==> config.mk <==
export PLATFORM = sky130hd
export DESIGN_NAME = apif_predict
export DESIGN_NICKNAME = d
export VERILOG_FILES = /design/src/design/apif_pkg.sv /design/src/design/apif_predict.sv
export SDC_FILE = /design/constraint.sdc
export NUM_CORES = 1
export LEC_CHECK = 0
export BUFFER_PORTS_ARGS = -buffer_cell sky130_fd_sc_hd__buf_2
export CAP_MARGIN = 20
export CORE_AREA = 4 4 121 123
export DETAILED_ROUTE_END_ITERATION = 10
export DIE_AREA = 0 0 125 127
export REMOVE_ABC_BUFFERS = 1
export SYNTH_ARGS = -nofsm -noshare
export SYNTH_HDL_FRONTEND = slang
export SYNTH_SLANG_ARGS = --single-unit
==> constraint.sdc <==
create_clock -name vclk -period 8.8
set_input_delay 0.88 -clock vclk [all_inputs]
set_output_delay 0.88 -clock vclk [all_outputs]
set_load 0.01 [all_outputs]
==> src/design/apif_pkg.sv <==
// Shared types and constants of the average predictor image filter.
package apif_pkg;

    localparam int CHAN_W       = 8;
    localparam int NUM_CHAN     = 4;
    localparam int PIX_W        = CHAN_W * NUM_CHAN;
    localparam int WIDTH_REG_W  = 13;
    localparam int HEIGHT_REG_W = 16;
    localparam int CFG_IDX_W    = 2;
    localparam int CFG_DATA_W   = 16;

    typedef enum logic [CFG_IDX_W-1:0] {
        REG_ENCODE_MODE    = 2'd0,
        REG_SINGLE_CHANNEL = 2'd1,
        REG_IMAGE_WIDTH    = 2'd2,
        REG_IMAGE_HEIGHT   = 2'd3
    } apif_reg_idx_t;

    // Operating mode, straight from the configuration registers.
    typedef struct packed {
        logic encode;
        logic single;
    } apif_mode_t;

    // Where a pixel sits in the frame.
    typedef struct packed {
        logic first_row;
        logic first_col;
        logic last_pix;
        logic up_is_left;
    } apif_pos_t;

endpackage

==> src/design/apif_predict.sv <==
// Per-channel average prediction, residual and kept neighbor.
module apif_predict (
    input  logic [apif_pkg::PIX_W-1:0] pix_in,
    input  logic [apif_pkg::PIX_W-1:0] up_pix,
    input  logic [apif_pkg::PIX_W-1:0] left_pix,
    input  apif_pkg::apif_pos_t        pos,
    input  apif_pkg::apif_mode_t       mode,
    output logic [apif_pkg::PIX_W-1:0] res_out,
    output logic [apif_pkg::PIX_W-1:0] keep_out
);
    import apif_pkg::*;

    logic [PIX_W-1:0] up_sel;

    assign up_sel = pos.up_is_left ? left_pix : up_pix;

    always_comb begin
        logic [CHAN_W-1:0] x, l, u, pred, res;
        logic [CHAN_W:0]   sum;
        res_out  = '0;
        keep_out = '0;
        for (int c = 0; c < NUM_CHAN; c++) begin
            x   = pix_in[c*CHAN_W +: CHAN_W];
            l   = left_pix[c*CHAN_W +: CHAN_W];
            u   = up_sel[c*CHAN_W +: CHAN_W];
            sum = {1'b0, u} + {1'b0, l};
            priority if (pos.first_row) begin
                pred = l;
            end else if (pos.first_col) begin
                pred = u;
            end else begin
                pred = sum[CHAN_W:1];
            end
            res = (pos.first_row && pos.first_col) ? x : pred - x;
            // Drop the upper channels in single-channel mode.
            if (c == 0 || !mode.single) begin
                res_out[c*CHAN_W +: CHAN_W]  = res;
                keep_out[c*CHAN_W +: CHAN_W] = mode.encode ? x : res;
            end
        end
    end

endmodule

-- Word level (Yosys, flattened, before mapping)
Index checks and enable logic that the tools add are counted.
W data, S select, Z words.
- $add $sub $neg: 8
- mux-type cells: 23
- reductions and logical operators: 1
- operators by type and width (operator ; number):
    $mux W8 ; 22
    $add A8 B8 Y9 ; 4
    $mux W32 ; 1
    $sub A8 B8 Y8 ; 4
    $logic_and A1 B1 Y1 ; 1
- register bits after elaboration: 0
- input port bits: 102
- output and inout bits: 64
- word-level logic and storage cells: 32

-- Depth between registers and ports, before layout
- word-level depth: 8
- depth in mapped cells: 18
- depth with buffers taken out: 16

-- Least setup slack after synthesis
OpenSTA, ideal clock, no wires.
- path kind: input to output
- start: in pos[0] (netlist name)
- end: out res_out[7] (netlist name)
- arrival time: 4546 ps
- data required time: 7920 ps
- path slack: 3374 ps
- stages: 18
- path buffers: 4
- cell sequence: buf_6 buf_2 buf_2 buf_2 o21a_1 fa_1 a211oi_2 o21bai_1 a21oi_1 xor2_1 o211ai_1 o21a_1 ha_1 or3_1 o21a_1 a2111oi_0 nor3_1 a221oi_2
- word-level cells in the longest chain between the ends: 6
- RTL lines (element ; RTL line ; source):
    from (decl) ; apif_predict.sv:6 ; input apif_pkg::apif_pos_t pos,
    $mux W32 (*) ; apif_predict.sv:15 ; assign up_sel = pos.up_is_left ? left_pix : up_pix;
    $add A8 B8 Y9 ; apif_predict.sv:26 ; sum = {1'b0, u} + {1'b0, l};
    $mux W8 (*) ; apif_predict.sv:29 ; end else if (pos.first_col) begin
    $mux W8 (*) ; apif_predict.sv:27 ; priority if (pos.first_row) begin
    $sub A8 B8 Y8 (*) ; apif_predict.sv:34 ; res = (pos.first_row && pos.first_col) ? x : pred - x;
    $mux W8 (*) ; apif_predict.sv:34 ;
    to (decl) ; apif_predict.sv:8 ; output logic [apif_pkg::PIX_W-1:0] res_out,
Every way passes the cells marked *; elsewhere a longest branch is shown, timed or not.

-- Final worst setup path
- start: in pos[0] (netlist name)
- end: out keep_out[14] (netlist name)
- word-level cells in the longest chain between the ends: 8
- RTL lines (element ; RTL line ; source):
    $mux W32 (*) ; apif_predict.sv:15 ;
    $add A8 B8 Y9 ; apif_predict.sv:26 ;
    $mux W8 (*) ; apif_predict.sv:29 ;
    $mux W8 (*) ; apif_predict.sv:27 ;
    $sub A8 B8 Y8 (*) ; apif_predict.sv:34 ;
    $mux W8 (*) ; apif_predict.sv:34 ;
    $mux W8 (*) ; apif_predict.sv:38 ; keep_out[c*CHAN_W +: CHAN_W] = mode.encode ? x : res;
    $mux W8 (*) ; apif_predict.sv:36 ; if (c == 0 || !mode.single) begin
    to (decl) ; apif_predict.sv:9 ; output logic [apif_pkg::PIX_W-1:0] keep_out
Marks and branches as above.

==> results.cfg <==
[status]
outcome = completed

[logic_synthesis]
yosysTopAreaCellShare_pct = 15.1
avgSynthCellArea_sq_um = 6.60
synth_top_cell_by_area = ha_1
synthTopCellsByCount = 91 x nand2_1, 69 x a21oi_1, 65 x nor2_1, 56 x ha_1, 50 x o21ai_0
synth_seq_area_share_pct = 0
syn_inst = 702
syn_area_sq_um = 4630
ys_warn_count = 0
yosys-top-cells-area = ha_1 15%, a21oi_1 7.5%, nand2_1 7.4%
synth.most_common_cell = nand2_1
ys_types = 59

[timing]
maxSlewViolCount = 0
worst_pin_slew_ns = 0.621
clock.fmax_mhz = 165
slew_headroom_pct = 57.5
period_minus_slack_ns = 6.05
tns_ns = 0
rsz0062_at_grt = no
finalHoldViolations = 0
min_period_over_period_pct = 68.8
report.final.setup_viol = 0

[floorplanning]
pin_count = 166
die_y_um = 127
rows = 43
initial_core_util_pct = 33.9
core_sq_um = 13700
die_x_um = 125
die_area_sq_um = 15900

[layout]
synthToLayoutAreaGrowth_pct = 20.6
fillers = 1505
stdcell_area_sq_um = 5580
drive_gt1_share_pct = 25.4
n_antenna_cell = 0
regArea_sq_um = 0
nNetsFinal = 1006
nClkBuffers = 0
flops_and_latches = 0

[detailed_routing]
vias = 5543
initialDrtViolationCount = 290
viasPerCell = 5.44
drtPass1Iterations = 5
antenna_left = 0
wl_per_cell_um = 15.3
post-route-drc-count = 0
wl_um = 15600

[clock_tree]
cts_resized = 0
hold_buffers = 0
cts_setup_buffers = 0

[worst_setup_path]
setup.worst_path.start = pos[0]
end_kind = primary output
crit_arrival_ns = 5.17
required_ns = 7.92
path_class = in -> out
path_max_fanout = 24
critPathLaunchType = input pin

[global_route]
grt_pass1_wl_um = 25600
antenna_found_initial = 1
grt_max_degree = 49
grt_pass1_vias = 5302
grt_usage_pct = 18.7
grt_overflow = 0

[power_and_ir_drop]
peakVddDrop_v = 0.0000482
leakagePower_uw = 0.00270
p_per_area_nw_per_um2 = 86.9

[min_path]
hp-class = in -> out
worstHoldStart = pix_in[6]

[place]
hpwl_um = 12200
gp_congestion = 0.879
dpl_cell_area_sq_um = 5580
io_buffers = 165

[run]
maxCapViolations = 0
[cell usage in the layout (no fill, tap or decap), drive strengths merged, types with 11 or more instances in the layout]
cell type,instances
mux2i,14
a21oi,69
a211oi,26
o21a,18
xor2,15
nand3,11
nor3,17
a21o,14
o21ai,54
nand2b,12
buf,174
inv,47
ha,56
nor2,66
mux2,27
nand2,91
o211ai,14
[area by class of cell]
cell class                      instances  area [sq um]  area share [%]
Multi-Input combinational cell        617          4290            76.8
Timing Repair Buffer                  174           893            16.0
Tap cell                              180           225            4.03
Inverter                               47           176            3.16
[through the flow]
| stage | hold WS (ns) | setup WS (ns) | std cells | utilization [%] | power (uW) |
|---|---|---|---|---|---|
| final | 2.08 | 2.75 | 1018 | 40.9 | 485 |
| after global routing | 2.11 | 2.42 | 1018 | 40.9 | 550 |
| after CTS | 2.08 | 2.80 | 1018 | 40.9 | 487 |
| after detailed placement | 2.08 | 2.83 | 1018 | 40.9 | 483 |
| after global placement | 2.08 | 2.83 | 1018 | 40.9 | 482 |
| after floorplan | 1.80 | 3.80 | 664 | - | 330 |
[path summary, 6_finish.rpt]
kind / to / slack (ns) / cells past startpoint
setup / recovery: keep_out[14] / 2.75 / 16
hold / removal: keep_out[6] / 2.08 / 4
[worst max-delay path, stage by stage]
cell and delay (ns):
buf_2 0.44, buf_4 0.43, mux2i_1 0.30, inv_1 0.10
fa_1 0.43, a211oi_1 0.43, nor2_1 0.09, o311ai_0 0.34
o21a_1 0.18, ha_1 0.19, o21ai_0 0.12, a21boi_0 0.27
o21ai_1 0.15, a2111oi_0 0.42, a311o_1 0.22, buf_2 0.15
[power breakdown]
group	switching [uW]	internal, uW
Sequential	0	0
Clock	0	0
Combinational	274	211
Total	274	211
[metal layers]
metal | wire (um) | vias to the layer above | global-route usage [%]
li1 | - | 2848 | -
met1 | 7230 | 2520 | 25.1
met2 | 7230 | 167 | 33.2
met3 | 1030 | 6 | 2.84
met4 | 49 | 2 | 1.15
met5 | 13 | - | 0
[logic make-up after synthesis]
group / synth area share (%)
AO/OA/AOI/OAI: 36.6
AND/OR/NAND/NOR: 23.1
buffers and inverters: 7.40
adder cells (fa/ha/maj): 18.6
multiplexers: 9.59
XOR/XNOR: 4.73
No activity file was read; power rests on OpenSTA's default activity.
