`config.mk`:
```
export PLATFORM = sky130hd
export DESIGN_NAME = apif_frame_ctl
export DESIGN_NICKNAME = d
export VERILOG_FILES = /design/src/design/apif_pkg.sv /design/src/design/apif_frame_ctl.sv
export SDC_FILE = /design/constraint.sdc
export NUM_CORES = 1
export LEC_CHECK = 0
export ABC_AREA = 1
export ABC_CLOCK_PERIOD_IN_PS = 2000
export CAP_MARGIN = 20
export CORE_ASPECT_RATIO = 0.5
export CORE_MARGIN = 2
export CORE_UTILIZATION = 33
export CTS_CLUSTER_DIAMETER = 150
export DETAILED_ROUTE_END_ITERATION = 7
export DONT_BUFFER_PORTS = 1
export SLEW_MARGIN = 20
export SYNTH_ARGS = -nofsm -noshare
export SYNTH_HDL_FRONTEND = slang
export SYNTH_SLANG_ARGS = --single-unit
```
`constraint.sdc`:
```
create_clock -name aclk -period 2 [get_ports aclk]
set_input_delay 0.2 -clock aclk [delete_from_list [all_inputs] [get_ports aclk]]
set_output_delay 0.2 -clock aclk [all_outputs]
set_load 0.01 [all_outputs]
```
`src/design/apif_pkg.sv`:
```
// Shared types and constants of the average predictor image filter.
package apif_pkg;

    localparam int CHAN_W       = 8;
    localparam int NUM_CHAN     = 4;
    localparam int PIX_W        = CHAN_W * NUM_CHAN;
    localparam int WIDTH_REG_W  = 13;
    localparam int HEIGHT_REG_W = 16;
    localparam int CFG_IDX_W    = 2;
    localparam int CFG_DATA_W   = 16;

    typedef enum logic [CFG_IDX_W-1:0] {
        REG_ENCODE_MODE    = 2'd0,
        REG_SINGLE_CHANNEL = 2'd1,
        REG_IMAGE_WIDTH    = 2'd2,
        REG_IMAGE_HEIGHT   = 2'd3
    } apif_reg_idx_t;

    // Operating mode, straight from the configuration registers.
    typedef struct packed {
        logic encode;
        logic single;
    } apif_mode_t;

    // Where a pixel sits in the frame.
    typedef struct packed {
        logic first_row;
        logic first_col;
        logic last_pix;
        logic up_is_left;
    } apif_pos_t;

endpackage

```
`src/design/apif_frame_ctl.sv`:
```
// Configuration registers and raster position counters.
module apif_frame_ctl #(
    parameter int MAX_WIDTH = 4096
) (
    input  logic                              aclk,
    input  logic                              aresetn,
    input  logic                              cfg_we,
    input  logic [apif_pkg::CFG_IDX_W-1:0]    cfg_index,
    input  logic [apif_pkg::CFG_DATA_W-1:0]   cfg_data,
    input  logic                              advance,
    output logic [$clog2(MAX_WIDTH)-1:0]      col,
    output logic [$clog2(MAX_WIDTH)-1:0]      last_col,
    output logic [apif_pkg::HEIGHT_REG_W-1:0] row,
    output logic [apif_pkg::HEIGHT_REG_W-1:0] last_row,
    output apif_pkg::apif_mode_t              mode,
    output apif_pkg::apif_pos_t               pos
);
    import apif_pkg::*;

    localparam int COL_W = $clog2(MAX_WIDTH);

    logic [COL_W-1:0]        col_reg, col_next;
    logic [COL_W-1:0]        last_col_reg;
    logic [HEIGHT_REG_W-1:0] row_reg, row_next;
    logic [HEIGHT_REG_W-1:0] last_row_reg;
    apif_mode_t              mode_reg;
    logic [31:0]             wr_width;
    logic [COL_W-1:0]        wr_last_col;
    logic [HEIGHT_REG_W-1:0] wr_last_row;
    logic                    col_end, row_end, geom_wr;

    // Clamp width to 1..MAX_WIDTH, height to 1 or more; store last col/row.
    always_comb begin
        wr_width = 32'(cfg_data[WIDTH_REG_W-1:0]);
        if (wr_width == 32'd0) begin
            wr_last_col = '0;
        end else if (wr_width > 32'(MAX_WIDTH)) begin
            wr_last_col = COL_W'(MAX_WIDTH - 1);
        end else begin
            wr_last_col = COL_W'(wr_width - 32'd1);
        end
        if (cfg_data[HEIGHT_REG_W-1:0] == '0) begin
            wr_last_row = '0;
        end else begin
            wr_last_row = cfg_data[HEIGHT_REG_W-1:0] - HEIGHT_REG_W'(1);
        end
    end

    assign col_end = (col_reg == last_col_reg);
    assign row_end = (row_reg == last_row_reg);
    assign geom_wr = cfg_we && ((cfg_index == REG_IMAGE_WIDTH) ||
                                (cfg_index == REG_IMAGE_HEIGHT));

    always_comb begin
        col_next = col_reg;
        row_next = row_reg;
        priority if (geom_wr) begin
            col_next = '0;
            row_next = '0;
        end else if (advance) begin
            if (col_end) begin
                col_next = '0;
                row_next = row_end ? '0 : row_reg + HEIGHT_REG_W'(1);
            end else begin
                col_next = col_reg + COL_W'(1);
            end
        end else begin
            // Hold the position while no request is taken.
            col_next = col_reg;
            row_next = row_reg;
        end
    end

    always_ff @(posedge aclk) begin
        if (!aresetn) begin
            col_reg      <= '0;
            row_reg      <= '0;
            last_col_reg <= '0;
            last_row_reg <= '0;
            mode_reg     <= '0;
        end else begin
            col_reg <= col_next;
            row_reg <= row_next;
            if (cfg_we) begin
                unique case (apif_reg_idx_t'(cfg_index))
                    REG_ENCODE_MODE:    mode_reg.encode <= cfg_data[0];
                    REG_SINGLE_CHANNEL: mode_reg.single <= cfg_data[0];
                    REG_IMAGE_WIDTH:    last_col_reg    <= wr_last_col;
                    REG_IMAGE_HEIGHT:   last_row_reg    <= wr_last_row;
                    default: ;
                endcase
            end
        end
    end

    assign col      = col_reg;
    assign last_col = last_col_reg;
    assign row      = row_reg;
    assign last_row = last_row_reg;
    assign mode     = mode_reg;

    always_comb begin
        pos.first_row  = (row_reg == '0);
        pos.first_col  = (col_reg == '0);
        pos.last_pix   = col_end && row_end;
        // With one column the pixel above is the pixel just before.
        pos.up_is_left = (last_col_reg == '0);
    end

endmodule

```
**Word level (Yosys, flattened, before mapping)**

Cells that the tools add are included.

- Word-level logic and storage cells: 37
- Bits of input ports: 22
- Output and inout port bits: 62
- Register bits: 58

- Eq/ne operators: 5
- $lt $le $gt $ge: 1
- Bitwise logic cells: 1
- Reduce and logical (&&, ||, !) cells: 15
- $add $sub $neg: 4
- Multiplexer cells: 5

Operators by type and width:

| cell | number |
|---|---|
| $mux 12 | 3 |
| $logic_not 16->1 | 2 |
| $mux 16 | 2 |
| $logic_not 12->1 | 2 |
| $add 16x1->16 const B | 1 |
| $eq 16x16->1 | 1 |
| $sub 16x1->16 const B | 1 |
| $gt 13x13->1 const B | 1 |
| $logic_not 13->1 | 1 |
| $add 12x1->12 const B | 1 |
| $eq 12x12->1 | 1 |
| $sub 12x1->12 const B | 1 |
| $reduce_and 2->1 | 5 |
| $eq 2x2->1 const B | 2 |
| $eq 2x1->1 const B | 1 |
| $logic_and 1x1->1 | 2 |
| $logic_not 2->1 | 1 |
| $reduce_or 2->1 | 1 |
| $logic_or 1x1->1 | 1 |
| $not 1->1 | 1 |

**Logic depth before layout (Yosys ltp)**

- Depth in word-level cells: 4
- Mapped depth: 12
- Mapped depth without buffers: 11

**Worst setup path before layout**

No wires, ideal clock.

- Path type: register to register
- Start point: register col_reg[9], in the netlist col[9]
- End point: register row_reg[14], in the netlist row[14]
- Required time: 1.882 ns
- Buffers on the path: 1
- Stages on the path, launching flop included: 13
- Library setup time: 0.118 ns
- Slack: 0.461 ns
- Data arrival time: 1.421 ns
- Period minus slack after synthesis: 1.539 ns
- Cell sequence: dfxtp_1 > inv_2 > nand2_1 > nand2_1 > nor2_2 > nand2_2 > nor2_8 > nand3_4 > nand2_4 > nand2_4 > buf_6 > nand2_2 > nor2_1

- Word-level cells in the longest chain between the ends: 2

RTL lines:

| what | line | text |
|---|---|---|
| start: declaration | apif_frame_ctl.sv:22 | `logic [COL_W-1:0] col_reg, col_next;` |
| start signal: assignment | apif_frame_ctl.sv:82 | `col_reg <= col_next;` |
| $eq 12x12->1 | apif_frame_ctl.sv:49 | `assign col_end = (col_reg == last_col_reg);` |
| $reduce_and 2->1 (no source line) | -- |  |
| end signal: assignment | apif_frame_ctl.sv:83 | `row_reg <= row_next;` |
| end: declaration | apif_frame_ctl.sv:24 | `logic [HEIGHT_REG_W-1:0] row_reg, row_next;` |

Every way passes these cells.
A chain may end at the register's enable or synchronous reset.

==> impl_metrics.sql <==
INSERT INTO impl_metrics (metric_group, metric, value, unit) VALUES
('sta', 'period_share', '0.947', ''),
('cts', 'cts_inserted_buffers', '9', ''),
('sta', 'unrepaired_setup_endpoints_after_global_routing', 'no', ''),
('placement', 'port_buffers', '0', ''),
('route', 'dr.pass1.iters', '5', ''),
('power_and_ir_drop', 'comb_power_share', '0.137', ''),
('grt', 'aggregate_global_route_resource_usage', '0.172', ''),
('layout', 'nets', '647', ''),
('cts', 'clock_latency', '0.33', 'ns'),
('synth', 'postSynthCellCount', '609', ''),
('sta', 'finalHoldViolCount', '0', ''),
('placement', 'post-dp-hpwl', '8.33', 'mm'),
('placement', 'pre_cts_ws', '0.151', 'ns'),
('layout', 'layout_commonest_cell', 'sky130_fd_sc_hd__nand2_1', ''),
('layout', 'finish.utilization', '0.383', ''),
('layout', 'fin_cells', '770', ''),
('power_and_ir_drop', 'total_net_switching_power', '0.865', 'mW'),
('synth', 'synth.ff_latch_count', '58', ''),
('worst_hold_path', 'worst_hold_path_type', 'primary input to flip-flop', ''),
('synth', 'yosys_warnings', '0', ''),
('route', 'route.final.wire_length', '10.5', 'mm'),
('power_and_ir_drop', 'pwr-share-seq', '0.399', ''),
('synth', 'postSynth.topFlopCell', 'sky130_fd_sc_hd__dfxtp_1', ''),
('route', 'drc_violation_count_after_routing', '0', ''),
('power_and_ir_drop', 'switching_share', '0.276', ''),
('synth', 'synth.distinct_cells', '29', ''),
('synth', 'synth-async-reset-ratio', '0', ''),
('placement', 'post-place-cells', '754', ''),
('power_and_ir_drop', 'power_leakage', '1.89', 'nW'),
('layout', 'syn2layout_area_growth', '13.9', '%'),
('grt', 'wire_length_of_the_first_global_routing_pass', '16.3', 'mm'),
('setup_path', 'end_kind', 'output port', ''),
('cts', 'holdBufCountCts', '0', ''),
('grt', 'vias_in_the_first_global_route', '3114', ''),
('floorplan', 'core_region_area', '10900', 'um2'),
('floorplan', 'initial_core_util', '0.337', ''),
('cts', 'clock_path_buffers', '2', ''),
('sta', 'worst-slew-pin-transition', '0.507', 'ns'),
('job', 'max_cap_viol_count', '0', ''),
('grt', 'antenna_violations_before_repair', '0', ''),
('sta', 'drv_slew', '0', ''),
('cts', 'cts.clk_slew.worst_paths', '0.05', 'ns'),
('setup_path', 'critical_path_class', 'flip-flop to output port', ''),
('route', 'drt-vias-per-instance', '4.71', ''),
('sta', 'holdWs', '0.0121', 'ns'),
('cts', 'cts_tree', 'built', ''),
('route', 'route.detailed.wl_per_inst', '13.6', 'um'),
('setup_path', 'start_kind', 'flip-flop', ''),
('setup_path', 'crit_fanout', '15', ''),
('sta', 'maxClockFrequency', '0.528', 'GHz'),
('sta', 'fin_worst_skew', '0.00517', 'ns'),
('synth', 'synth_fp_nets', '636', ''),
('synth', 'postSynthAreaPerCell', '6.03', 'um2'),
('grt', 'grt_max_degree', '29', ''),
('power_and_ir_drop', 'vdd.ir_drop.worst', '316', 'uV'),
('status', 'run_status', 'finished clean', ''),
('route', 'ant_nets', '0', ''),
('setup_path', 'required', '1.80', 'ns'),
('cts', 'clkSinkCount', '58', ''),
('placement', 'globalplace.congestion', '0.921', ''),
('setup_path', 'critPathArrivalTime', '1.69', 'ns'),
('sta', 'finalSetupTns', '0', 'ns'),
('synth', 'netlist_area', '3670', 'um2'),
('floorplan', 'die_area', '12000', 'um2'),
('floorplan', 'row_count', '27', ''),
('power_and_ir_drop', 'power_density', '749', 'nW/um2'),
('route', 'vias', '3629', ''),
('power_and_ir_drop', 'total_power', '3.13', 'mW'),
('layout', 'drive_gt1_frac', '0.107', ''),
('floorplan', 'height_of_the_chip', '78.6', 'um'),
('placement', 'placedInstanceArea', '3880', 'um2');
## synthesized netlist by cell type, types with 3 or more instances
master                       n  share of area
sky130_fd_sc_hd__nand2_1   203           0.21
sky130_fd_sc_hd__inv_1      87          0.089
sky130_fd_sc_hd__nor2_1     86          0.088
sky130_fd_sc_hd__dfxtp_1    58           0.32
sky130_fd_sc_hd__a21oi_1    33          0.045
sky130_fd_sc_hd__nand3_1    27          0.037
sky130_fd_sc_hd__nand4_1    25          0.043
sky130_fd_sc_hd__xor2_1     15          0.036
sky130_fd_sc_hd__nand2_2    10          0.017
sky130_fd_sc_hd__o21ai_0    10          0.014
sky130_fd_sc_hd__inv_2       8         0.0082
sky130_fd_sc_hd__nor3_1      7         0.0095
sky130_fd_sc_hd__buf_2       5         0.0068
sky130_fd_sc_hd__ha_1        5          0.017
sky130_fd_sc_hd__clkbuf_1    4         0.0041
sky130_fd_sc_hd__nor3b_1     4         0.0082
sky130_fd_sc_hd__xnor2_1     4         0.0095
sky130_fd_sc_hd__nand3b_1    3         0.0061
sky130_fd_sc_hd__nor4_1      3         0.0051
## final timing paths
path	start	slack (ns)	end	cells after the start
setup / recovery	col[7]$_SDFFE_PP0P_	0.11	pos[1]	7
hold / removal	aresetn	0.01	mode[1]$_SDFFE_PN0P_	2
setup reg to reg	col[9]$_SDFFE_PP0P_	0.21	row[3]$_SDFFE_PP0P_	11
hold reg to reg	mode[0]$_SDFFE_PN0P_	0.49	mode[0]$_SDFFE_PN0P_	2
## cells by family (layout without fill, tap and decap cells)
kind of cell,after synthesis,in the layout,synth area share
AO/OA/AOI/OAI,45,45,0.0620
flip-flops,58,58,0.316
adder cells (fa/ha/maj),5,5,0.0170
XOR/XNOR,19,19,0.0453
buffers and inverters,107,123,0.115
AND/OR/NAND/NOR,375,375,0.444
## timing repair
item | in CTS | in global routing
buffers inserted | 0 | 0
gates resized for setup | 4 | 12
pin swaps | 0 | 0
setup endpoints to repair | 1 | 13
gates cloned | 0 | 0
hold endpoints to repair | 0 | 0
## worst max-delay path: stages (launching register included)
cell and delay, ns:
sky130_fd_sc_hd__dfxtp_2 0.41, sky130_fd_sc_hd__inv_2 0.06, sky130_fd_sc_hd__nand2_1 0.06, sky130_fd_sc_hd__nand3_1 0.14, sky130_fd_sc_hd__nor2_4 0.15, sky130_fd_sc_hd__buf_4 0.23
sky130_fd_sc_hd__nand2_1 0.11, sky130_fd_sc_hd__nor2_2 0.20
## power by group through the flow
stage          clock network [mW]  logic [mW]  registers (mW)
2_1_floorplan                   0       0.337            1.26
3_3_place_gp                    0       0.428            1.28
3_5_place_dp                    0       0.428            1.28
4_1_cts                      1.48       0.432            1.25
5_1_grt                      1.54       0.482            1.26
6_report                     1.45       0.431            1.25
## layout make-up
type / count / area, um2
Fill cell: 1179 / 6730
Multi-Input combinational cell: 444 / 2090
Sequential cell: 58 / 1180
Inverter: 95 / 357
Clock buffer: 14 / 274
Tap cell: 145 / 181
Timing Repair Buffer: 12 / 90.1
Clock inverter: 2 / 10.0
## metal layers
metal	global-route usage	up-vias	part of all wire
li1	-	1913	-
met3	0.0740	12	0.082
met1	0.216	1613	0.47
met5	0	-	0
met4	0.0528	0	0.014
met2	0.269	91	0.44
Power figures use the tool's default switching activity.
